**src/rtl/redo_log_transaction_tracker_macros.svh**
```systemverilog
// ----------------------------------------------------------------------------
// Redo log transaction tracker assertion macros
// Concurrent assertion wrappers; they expand to nothing in synthesis.
// ----------------------------------------------------------------------------
`ifndef REDO_LOG_TRANSACTION_TRACKER_MACROS_SVH
`define REDO_LOG_TRANSACTION_TRACKER_MACROS_SVH

`ifndef SYNTHESIS
// Property that must hold at every clock edge outside reset
`define RLT_ASSERT(label, clk, rst_n, prop) \
    label: assert property (@(posedge clk) disable iff (!(rst_n)) (prop)) \
        else $error("redo log tracker assertion failed");
// Property that must hold in the cycle after the trigger
`define RLT_ASSERT_NEXT(label, clk, rst_n, trig, prop) \
    label: assert property (@(posedge clk) disable iff (!(rst_n)) (trig) |=> (prop)) \
        else $error("redo log tracker assertion failed");
`else
`define RLT_ASSERT(label, clk, rst_n, prop)
`define RLT_ASSERT_NEXT(label, clk, rst_n, trig, prop)
`endif

`endif

```
**src/rtl/rlt_pkg.sv**
```systemverilog
// ----------------------------------------------------------------------------
// Redo log transaction tracker package
// Shared item types, status and opcode codes, and cell control struct.
// ----------------------------------------------------------------------------
`default_nettype none

package rlt_pkg;

    // Width of one home block number
    localparam int BLOCK_W = 32;

    // Configuration register indexes
    localparam logic [1:0] CFG_DEVICE_ID = 2'd0;
    localparam logic [1:0] CFG_LOG_START = 2'd1;
    localparam logic [1:0] CFG_LOG_SIZE  = 2'd2;

    // Configuration reset values
    localparam logic [7:0]  DEVICE_ID_RESET = 8'd0;
    localparam logic [31:0] LOG_START_RESET = 32'd0;
    localparam logic [15:0] LOG_SIZE_RESET  = 16'd33;

    typedef enum logic [1:0] {
        OP_BEGIN = 2'd0,
        OP_END   = 2'd1,
        OP_WRITE = 2'd2,
        OP_DONE  = 2'd3
    } t_opcode;

    typedef enum logic [3:0] {
        ST_GRANTED         = 4'd0,
        ST_WAIT            = 4'd1,
        ST_APPENDED        = 4'd2,
        ST_ABSORBED        = 4'd3,
        ST_END_PENDING     = 4'd4,
        ST_END_EMPTY       = 4'd5,
        ST_COMMIT_ENTRY    = 4'd6,
        ST_COMMIT_FINISHED = 4'd7,
        ST_ERR_DEVICE      = 4'd8,
        ST_ERR_TOO_BIG     = 4'd9,
        ST_ERR_NO_TXN      = 4'd10,
        ST_ERR_END_COMMIT  = 4'd11,
        ST_ERR_END_IDLE    = 4'd12,
        ST_ERR_DONE_IDLE   = 4'd13
    } t_status;

    typedef enum logic [1:0] {
        S_IDLE   = 2'd0,
        S_SEARCH = 2'd1,
        S_COMMIT = 2'd2
    } t_state;

    typedef struct packed {
        logic [1:0]  opcode;
        logic [7:0]  device;
        logic [31:0] block_number;
    } t_item;

    typedef struct packed {
        logic [3:0]  status;
        logic [31:0] home_block;
        logic [31:0] log_block;
        logic [5:0]  entry_index;
        logic        last;
    } t_result;

    // Per-cell control: rotate the ring, or load the broadcast key
    typedef struct packed {
        logic shift;
        logic load;
    } t_cell_ctrl;

endpackage

`default_nettype wire

```
**src/rtl/rlt_cell.sv**
```systemverilog
// ----------------------------------------------------------------------------
// Redo log table cell
// Holds one logged block number; rotates toward its neighbor or loads a key.
// ----------------------------------------------------------------------------
`default_nettype none

module rlt_cell (
    input  wire logic                       i_clk,
    input  wire rlt_pkg::t_cell_ctrl        i_ctrl,
    input  wire logic [rlt_pkg::BLOCK_W-1:0] i_load_data,
    input  wire logic [rlt_pkg::BLOCK_W-1:0] i_next_data,
    output logic      [rlt_pkg::BLOCK_W-1:0] o_data
);

    logic [rlt_pkg::BLOCK_W-1:0] r_data;
    logic [rlt_pkg::BLOCK_W-1:0] n_data;

    // Load wins over rotation
    always_comb begin
        priority if (i_ctrl.load) begin
            n_data = i_load_data;
        end else if (i_ctrl.shift) begin
            n_data = i_next_data;
        end else begin
            n_data = r_data;
        end
    end

    always_ff @(posedge i_clk) begin
        r_data <= n_data;
    end

    assign o_data = r_data;

endmodule

`default_nettype wire

```
**src/rtl/redo_log_transaction_tracker.sv**
```systemverilog
// ----------------------------------------------------------------------------
// Redo log transaction tracker
// Tracks the write set of a redo-log transaction with write absorption.
// ----------------------------------------------------------------------------
// Usage:
//   Items enter on i_item when start is high and busy is low. Each result
//   is shown for one cycle on o_result, marked by o_result_valid; the
//   receiver cannot stall, so results are simply presented and dropped.
//   The user must write configuration registers over i_cfg_* only while the
//   block idles; o_cfg_ready stays high and the block does not enforce this.
// Throughput:
//   Begin, end without commit, commit done and rejected writes return one
//   result in the cycle after acceptance; a new item may follow every cycle.
//   An accepted write rotates the ring of CAP cells once, with CAP the smaller
//   of LOG_ENTRIES and 32; busy is high during the search and the result is
//   registered when the rotation ends. A commit also rotates the ring once:
//   entries come out one per cycle, and busy stays high until the rotation ends.
// Reset:
//   Clears operation count, commit flag, entry count and the configuration.
//   Table contents stay undefined; only entries below the count are read.
// ----------------------------------------------------------------------------
`default_nettype none

`include "redo_log_transaction_tracker_macros.svh"

module redo_log_transaction_tracker #(
    parameter int LOG_ENTRIES = 32,
    parameter int OP_BLOCKS   = 10
) (
    input  wire logic             i_clk,
    input  wire logic             i_rst_n,
    // Command channel
    input  wire logic             start,
    output logic                  busy,
    input  wire rlt_pkg::t_item   i_item,
    // Result channel
    output logic                  o_result_valid,
    output rlt_pkg::t_result      o_result,
    // Configuration channel
    input  wire logic             i_cfg_valid,
    output logic                  o_cfg_ready,
    input  wire logic [1:0]       i_cfg_index,
    input  wire logic [31:0]      i_cfg_data
);

    localparam int CAP = (LOG_ENTRIES < 32) ? LOG_ENTRIES : 32;
    localparam int IW  = $clog2(CAP);
    localparam int CW  = $clog2(CAP + 1);
    localparam logic [IW-1:0] LAST_STEP = IW'(CAP - 1);

    // Configuration registers
    logic [7:0]  r_device_id;
    logic [31:0] r_log_start;
    logic [15:0] r_log_size;

    // Control state
    rlt_pkg::t_state r_state, n_state;
    logic [5:0]    r_ops, n_ops;
    logic          r_busy, n_busy;
    logic [CW-1:0] r_count, n_count;
    logic [IW-1:0] r_step, n_step;
    logic          r_hit, n_hit;
    logic [IW-1:0] r_hit_idx, n_hit_idx;
    logic [31:0]   r_key, n_key;
    logic          r_out_valid, n_out_valid;
    rlt_pkg::t_result r_out, n_out;

    // Cell chain
    logic [rlt_pkg::BLOCK_W-1:0] w_cell_data [CAP];
    logic [rlt_pkg::BLOCK_W-1:0] w_head;
    logic          w_shift;
    logic          w_load_fire;

    // Decode
    logic          w_accept;
    rlt_pkg::t_opcode w_op;
    logic          w_dev_ok;
    logic          w_full;
    logic [12:0]   w_need;
    logic          w_begin_wait;
    logic          w_write_go;
    logic          w_commit_go;
    logic          w_match;
    logic          w_hit_final;
    logic [IW-1:0] w_hit_idx_final;
    logic          w_slot_en;
    logic [IW-1:0] w_slot_sel;

    assign w_accept = start && !busy;
    assign w_op     = rlt_pkg::t_opcode'(i_item.opcode);
    assign w_head   = w_cell_data[0];

    // Admission checks
    assign w_dev_ok = (i_item.device == r_device_id);
    assign w_full   = (r_count >= CW'(CAP))
                   || ((17'(r_count) + 17'd1) >= 17'(r_log_size));
    assign w_need   = 13'(r_count) + 13'(7'(r_ops) + 7'd1) * 13'(OP_BLOCKS);
    assign w_begin_wait = r_busy || (r_ops == 6'd63) || (w_need > 13'(CAP));

    assign w_write_go  = w_accept && (w_op == rlt_pkg::OP_WRITE) && w_dev_ok
                      && !w_full && (r_ops != 6'd0);
    assign w_commit_go = w_accept && (w_op == rlt_pkg::OP_END) && !r_busy
                      && (r_ops == 6'd1) && (r_count != '0);

    // Compare the head cell against the key during the search rotation
    assign w_match         = (CW'(r_step) < r_count) && (w_head == r_key);
    assign w_hit_final     = r_hit || w_match;
    assign w_hit_idx_final = r_hit ? r_hit_idx : r_step;

    // Cell row: every cell rotates toward cell 0, the tail wraps
    for (genvar gi = 0; gi < CAP; gi++) begin : g_cell
        localparam int NXT = (gi + 1) % CAP;
        rlt_pkg::t_cell_ctrl w_ctrl;

        assign w_ctrl.shift = w_shift;
        assign w_ctrl.load  = w_load_fire && (r_count == CW'(gi));

        rlt_cell u_cell (
            .i_clk       (i_clk),
            .i_ctrl      (w_ctrl),
            .i_load_data (r_key),
            .i_next_data (w_cell_data[NXT]),
            .o_data      (w_cell_data[gi])
        );
    end

    // Next state
    always_comb begin
        n_state = r_state;
        unique case (r_state)
            rlt_pkg::S_IDLE: begin
                if (w_write_go) begin
                    n_state = rlt_pkg::S_SEARCH;
                end else if (w_commit_go) begin
                    n_state = rlt_pkg::S_COMMIT;
                end
            end
            rlt_pkg::S_SEARCH, rlt_pkg::S_COMMIT: begin
                if (r_step == LAST_STEP) begin
                    n_state = rlt_pkg::S_IDLE;
                end
            end
            default: n_state = rlt_pkg::S_IDLE;
        endcase
    end

    // Datapath and results
    always_comb begin
        n_ops       = r_ops;
        n_busy      = r_busy;
        n_count     = r_count;
        n_step      = r_step;
        n_hit       = r_hit;
        n_hit_idx   = r_hit_idx;
        n_key       = r_key;
        n_out_valid = 1'b0;
        n_out       = '0;
        n_out.last  = 1'b1;
        w_shift     = 1'b0;
        w_load_fire = 1'b0;
        w_slot_en   = 1'b0;
        w_slot_sel  = '0;

        unique case (r_state)
            rlt_pkg::S_IDLE: begin
                if (w_accept) begin
                    unique case (w_op)
                        rlt_pkg::OP_BEGIN: begin
                            n_out_valid = 1'b1;
                            if (w_begin_wait) begin
                                n_out.status = rlt_pkg::ST_WAIT;
                            end else begin
                                n_ops        = r_ops + 6'd1;
                                n_out.status = rlt_pkg::ST_GRANTED;
                            end
                        end
                        rlt_pkg::OP_END: begin
                            priority if (r_busy) begin
                                n_out_valid  = 1'b1;
                                n_out.status = rlt_pkg::ST_ERR_END_COMMIT;
                            end else if (r_ops == 6'd0) begin
                                n_out_valid  = 1'b1;
                                n_out.status = rlt_pkg::ST_ERR_END_IDLE;
                            end else if (r_ops != 6'd1) begin
                                n_ops        = r_ops - 6'd1;
                                n_out_valid  = 1'b1;
                                n_out.status = rlt_pkg::ST_END_PENDING;
                            end else if (r_count == '0) begin
                                n_ops        = 6'd0;
                                n_out_valid  = 1'b1;
                                n_out.status = rlt_pkg::ST_END_EMPTY;
                            end else begin
                                // Last end with entries: start the commit sweep
                                n_ops  = 6'd0;
                                n_busy = 1'b1;
                                n_step = '0;
                            end
                        end
                        rlt_pkg::OP_WRITE: begin
                            priority if (!w_dev_ok) begin
                                n_out_valid  = 1'b1;
                                n_out.status = rlt_pkg::ST_ERR_DEVICE;
                            end else if (w_full) begin
                                n_out_valid  = 1'b1;
                                n_out.status = rlt_pkg::ST_ERR_TOO_BIG;
                            end else if (r_ops == 6'd0) begin
                                n_out_valid  = 1'b1;
                                n_out.status = rlt_pkg::ST_ERR_NO_TXN;
                            end else begin
                                // Start the lookup rotation
                                n_key     = i_item.block_number;
                                n_step    = '0;
                                n_hit     = 1'b0;
                                n_hit_idx = '0;
                            end
                        end
                        rlt_pkg::OP_DONE: begin
                            n_out_valid = 1'b1;
                            if (!r_busy) begin
                                n_out.status = rlt_pkg::ST_ERR_DONE_IDLE;
                            end else begin
                                n_busy       = 1'b0;
                                n_count      = '0;
                                n_out.status = rlt_pkg::ST_COMMIT_FINISHED;
                            end
                        end
                    endcase
                end
            end
            rlt_pkg::S_SEARCH: begin
                w_shift = 1'b1;
                n_step  = r_step + IW'(1);
                if (w_match && !r_hit) begin
                    n_hit     = 1'b1;
                    n_hit_idx = r_step;
                end
                if (r_step == LAST_STEP) begin
                    // Ring is back in place after this shift; report the lookup
                    n_out_valid      = 1'b1;
                    n_out.home_block = r_key;
                    w_slot_en        = 1'b1;
                    if (w_hit_final) begin
                        n_out.status = rlt_pkg::ST_ABSORBED;
                        w_slot_sel   = w_hit_idx_final;
                    end else begin
                        n_out.status = rlt_pkg::ST_APPENDED;
                        w_slot_sel   = IW'(r_count);
                        w_load_fire  = 1'b1;
                        n_count      = r_count + CW'(1);
                    end
                    n_out.entry_index = 6'(w_slot_sel);
                end
            end
            rlt_pkg::S_COMMIT: begin
                w_shift = 1'b1;
                n_step  = r_step + IW'(1);
                if (CW'(r_step) < r_count) begin
                    n_out_valid       = 1'b1;
                    n_out.status      = rlt_pkg::ST_COMMIT_ENTRY;
                    n_out.home_block  = w_head;
                    n_out.entry_index = 6'(r_step);
                    n_out.last        = ((CW'(r_step) + CW'(1)) == r_count);
                    w_slot_en         = 1'b1;
                    w_slot_sel        = r_step;
                end
            end
            default: begin
                n_step = '0;
            end
        endcase

        // Log slot: entry index plus one past the header
        if (w_slot_en) begin
            n_out.log_block = r_log_start + 32'(w_slot_sel) + 32'd1;
        end
    end

    // Control registers
    always_ff @(posedge i_clk) begin
        if (!i_rst_n) begin
            r_state     <= rlt_pkg::S_IDLE;
            r_ops       <= '0;
            r_busy      <= 1'b0;
            r_count     <= '0;
            r_step      <= '0;
            r_hit       <= 1'b0;
            r_hit_idx   <= '0;
            r_out_valid <= 1'b0;
        end else begin
            r_state     <= n_state;
            r_ops       <= n_ops;
            r_busy      <= n_busy;
            r_count     <= n_count;
            r_step      <= n_step;
            r_hit       <= n_hit;
            r_hit_idx   <= n_hit_idx;
            r_out_valid <= n_out_valid;
        end
    end

    // Payload registers
    always_ff @(posedge i_clk) begin
        r_key <= n_key;
        r_out <= n_out;
    end

    // Configuration writes
    always_ff @(posedge i_clk) begin
        if (!i_rst_n) begin
            r_device_id <= rlt_pkg::DEVICE_ID_RESET;
            r_log_start <= rlt_pkg::LOG_START_RESET;
            r_log_size  <= rlt_pkg::LOG_SIZE_RESET;
        end else if (i_cfg_valid && o_cfg_ready) begin
            unique case (i_cfg_index)
                rlt_pkg::CFG_DEVICE_ID: r_device_id <= i_cfg_data[7:0];
                rlt_pkg::CFG_LOG_START: r_log_start <= i_cfg_data;
                rlt_pkg::CFG_LOG_SIZE:  r_log_size  <= i_cfg_data[15:0];
                default: ;
            endcase
        end
    end

    assign busy           = (r_state != rlt_pkg::S_IDLE);
    assign o_cfg_ready    = 1'b1;
    assign o_result_valid = r_out_valid;
    assign o_result       = r_out;

    // Checks
    `RLT_ASSERT(a_commit_no_ops, i_clk, i_rst_n, r_busy |-> (r_ops == 6'd0))
    `RLT_ASSERT(a_commit_flag, i_clk, i_rst_n, (r_state == rlt_pkg::S_COMMIT) |-> r_busy)
    `RLT_ASSERT_NEXT(a_search_result, i_clk, i_rst_n, (r_state == rlt_pkg::S_SEARCH) && (r_step == LAST_STEP), o_result_valid && o_result.last)
    `RLT_ASSERT(a_append_count, i_clk, i_rst_n, (o_result_valid && (o_result.status == rlt_pkg::ST_APPENDED)) |-> (7'(r_count) == (7'(o_result.entry_index) + 7'd1)))

endmodule

`default_nettype wire
```
**config.mk**
```make
export PLATFORM = sky130hd
export DESIGN_NAME = redo_log_transaction_tracker
export DESIGN_NICKNAME = d
export VERILOG_FILES = /design/src/rtl/rlt_pkg.sv /design/src/rtl/rlt_cell.sv /design/src/rtl/redo_log_transaction_tracker.sv
export VERILOG_INCLUDE_DIRS = /design/src /design/src/rtl
export SDC_FILE = /design/constraint.sdc
export NUM_CORES = 2
export LEC_CHECK = 0
export BUFFER_PORTS_ARGS = -buffer_cell sky130_fd_sc_hd__buf_2
export CORE_MARGIN = 2
export CORE_UTILIZATION = 25
export CTS_CLUSTER_DIAMETER = 100
export DETAILED_ROUTE_END_ITERATION = 8
export GPL_ROUTABILITY_DRIVEN = 1
export GPL_TIMING_DRIVEN = 0
export HOLD_SLACK_MARGIN = 0.15
export PLACE_DENSITY_LB_ADDON = 0.05
export SLEW_MARGIN = 0
export SYNTH_ARGS = -nofsm -noshare
export SYNTH_HDL_FRONTEND = slang
export SYNTH_SLANG_ARGS = --single-unit
```
**constraint.sdc**
```tcl
create_clock -name i_clk -period 6.56 [get_ports i_clk]
set_input_delay 0.328 -clock i_clk [delete_from_list [all_inputs] [get_ports i_clk]]
set_output_delay 0.328 -clock i_clk [all_outputs]
set_load 0.02 [all_outputs]
```
==> out/summary.txt <==
Outcome: finished, final reports clean
Dominant synthesized flop cell: edfxtp_1
Post-DR vias/cell: 4.43
Setup crit start kind: flop
Skew final: 0.0332 ns
# nets final: 3,846
Clock-pin slew on the worst setup and hold paths: 0.06 ns
Endpoint class of the critical path: flop
CTS Buf Count: 151
Syn avg cell area: 16.2 um2
Residual DRC count: 0
GRT Total Usage: 0.168
Cells on worst reg2reg path: 18
Crit share post-route: 0.961
Routability cong.: 0.758
Drt initial violations: 2,045
Post-synthesis cell count: 3,316
M1 wire length: 86.6 mm
Reg-to-Reg End: o_result[36]
Pwr Density: 263 nW/um2
Post-synth EDFFs: 1,056
TritonCTS clock tree: built
Hold Crit Endpoint: o_result[74]
Clk root buf: clkbuf_16
Final ANT Viol Nets: 0
Synthesized Nets: 3,447
Worst-Skew Late Latency: 0.80 ns
Post-Place Cells: 6,326
R2R Path Start: r_key[21]
Synth warn: 0
WS Path Type: flop to flop
Slew Viols, Final: 0
Least-Margin Pin Slew: 1.36 ns
#FFs+latches synth: 1,213
Detailed-route via count: 29,600
Final non-filler cell total: 6,674
Total wire length: 186 mm
Final worst setup slack: 0.255 ns
Congestion Overflow GR: 0
# IOs: 158
Design Power: 0.0168 W
Die Ht: 468 um
Seq/Total Area, Yosys: 0.649
Ys async rst share: 0
Final Hold Fails: 0
Initial antenna violation count: 9
DR WL met2: 89.1 mm
Synthesized area: 53,700 um2
Cell Rows: 170
CP Data Required Time: 7.19 ns
Crit Path Max Fanout: 10
RSZ-0062 raised after global routing: no
Max-cap violations: 0
Clock sink count: 1,213
Fin crit period: 6.30 ns
Largest net degree at the start of global routing: 43
First-pass GRT wire length: 256 mm
Starting Density: 0.251
Pleak: 21.8 nW
Setup bufs post-CTS: 0
Worst Min Path Start: i_item[41]
Max Used Layer: met4
Total die area: 219,000 um2
Maximum VDD drop: 0.293 mV
Post-synthesis cell type count: 82
Die Wd: 468 um
1st-pass router iterations: 7
WL met3: 6.20 mm
Setup-failing EPs final: 0
Worst EP arrival: 6.94 ns
Hold Path Stages: 4
IO Port Bufs: 154
Pre-CTS setup slack: -0.140 ns
Layout cells sized above 1: 0.410
F_max: 159 MHz
Commonest non-fill, non-tap cell in the layout: edfxtp_1
Number of global-route vias before repair: 31,000
Max-slew headroom: 0.0944
Htree depth: 4
Commonest non-fill, non-tap cells in the layout: 1,056 x edfxtp_1, 846 x mux2_2, 228 x buf_2, 172 x mux2_4, 158 x clkbuf_16
Core area: 214,000 um2
Hold Path Class: input pin to flop
Layout area overhead: 19.2%
WL/cell: 27.9 um
Flop-to-flop setup slack: 0.26 ns
Hpwl dp: 123 mm
Clock tree buffer depth: 3
==> routing by layer <==
layer	vias to the layer above	track usage
li1	13300	-
met5	-	0
met2	537	0.280
met3	212	0.0261
met1	15500	0.228
met4	0	0.0437
==> critical path, stage by stage, from the launching register on <==
cell and delay, ns:
edfxtp_1 0.69, xor2_1 0.36, nor4_1 0.94, nand4_1 0.28, nor2_4 0.40, a211oi_4 0.17
buf_6 0.18, buf_8 0.16, and2_0 0.15, clkbuf_1 0.19, a221o_1 0.40, ha_1 0.29
nor2b_1 0.12, o21ai_0 0.10, a21oi_1 0.21, o21ai_1 0.23, a2111oi_1 0.88, a41o_1 0.28
a21oi_1 0.07
==> stage by stage <==
step	utilization	area, um2	hold slack [ns]	TNS (ns)
floorplan	-	53700	0.427	0
CTS	0.299	64000	0.159	0
detailed placement	0.273	58500	0.447	-0.258
global route	0.299	64000	0.188	0
finish	0.299	64000	0.212	0
global placement	0.271	58100	0.446	-538.25
==> timing repair <==
item	CTS	global route
resized for setup	2	5
endpoints found under the hold margin	93	0
endpoints found under the setup margin	4	16
pin swaps	0	0
hold buffers	75	0
==> synthesized netlist by cell type (5+ instances only) <==
master / instances / area (um2)
buf_6: 31 / 349
edfxtp_1: 1056 / 31700
o21ai_0: 15 / 75.1
a21oi_1: 78 / 390
and3_1: 16 / 100
mux2i_1: 14 / 140
a221o_1: 5 / 50.1
a211oi_1: 5 / 37.5
a22oi_1: 33 / 248
a32o_1: 5 / 50.1
nor3_1: 10 / 50.1
buf_4: 10 / 75.1
buf_2: 75 / 375
mux2_4: 172 / 2580
mux2_1: 7 / 78.8
nor4_1: 19 / 119
nand4_1: 15 / 93.8
nand3_1: 24 / 120
o22ai_1: 8 / 50.1
inv_1: 42 / 158
nand2b_1: 19 / 119
nand4_4: 5 / 106
clkbuf_1: 112 / 420
xnor2_1: 26 / 228
nand2_1: 134 / 503
ha_1: 48 / 601
and2_1: 12 / 75.1
o21a_1: 8 / 60.1
and4_1: 13 / 114
nor2_1: 62 / 233
mux2_2: 846 / 9530
nor2b_1: 39 / 244
or2_2: 22 / 138
dfxtp_1: 157 / 3140
or3_1: 6 / 37.5
buf_1: 39 / 146
xor2_1: 54 / 473
==> power by group <==
part	internal [W]	total [W]	switching, W
combinational	0.000102	0.000233	0.000131
clock	0.00480	0.00828	0.00347
sequential	0.00828	0.00830	0.0000149
total	0.0132	0.0168	0.00362
==> layout make-up <==
class | count | area, um2
clock inverter | 62 | 561
tap | 2838 | 3550
sequential | 1213 | 34900
antenna | 7 | 17.5
clock buffer | 205 | 4210
inverter | 44 | 169
timing repair buffer | 247 | 1850
buffer | 267 | 1380
multi-input combinational | 1791 | 17400
fill | 21300 | 150000
==> state kept, by name, indices dropped and copies added, names as in the netlist, 2 cells and up <==
signal and flops:
g_cell.u_cell.o_data 1024, r_hit_idx 5, r_log_size 16, r_step 5, r_count 6, r_key 32, r_ops 6, r_state 2
r_log_start 32, r_device_id 8, o_result 74
==> kinds of logic (layout without fill, tap and decap cells) <==
kind of cell | Yosys count | count (layout) | synth area share
adders and majority gates | 51 | 51 | 0.0123
AOI/OAI and AO/OA | 197 | 197 | 0.0245
muxes | 1039 | 1039 | 0.229
xor gates and xnor gates | 80 | 80 | 0.0130
other | 2 | 9 | 0.000140
and+or+nand+nor | 422 | 422 | 0.0430
buffers and inverters | 312 | 825 | 0.0288
DFF | 1213 | 1213 | 0.649
==> how the worst max path moves through the flow <==
stage	end	cells after the start	start
finish	o_result[36]	18	r_key[21]
global route	o_result[19]	19	r_key[21]
CTS	o_result[20]	19	r_key[21]
detailed placement	o_result[37]	19	r_count[2]
global placement	r_hit_idx[0]	13	r_count[1]
floorplan	o_result[37]	15	r_state[1]
Note: power is estimated with default switching activity, not from simulation.
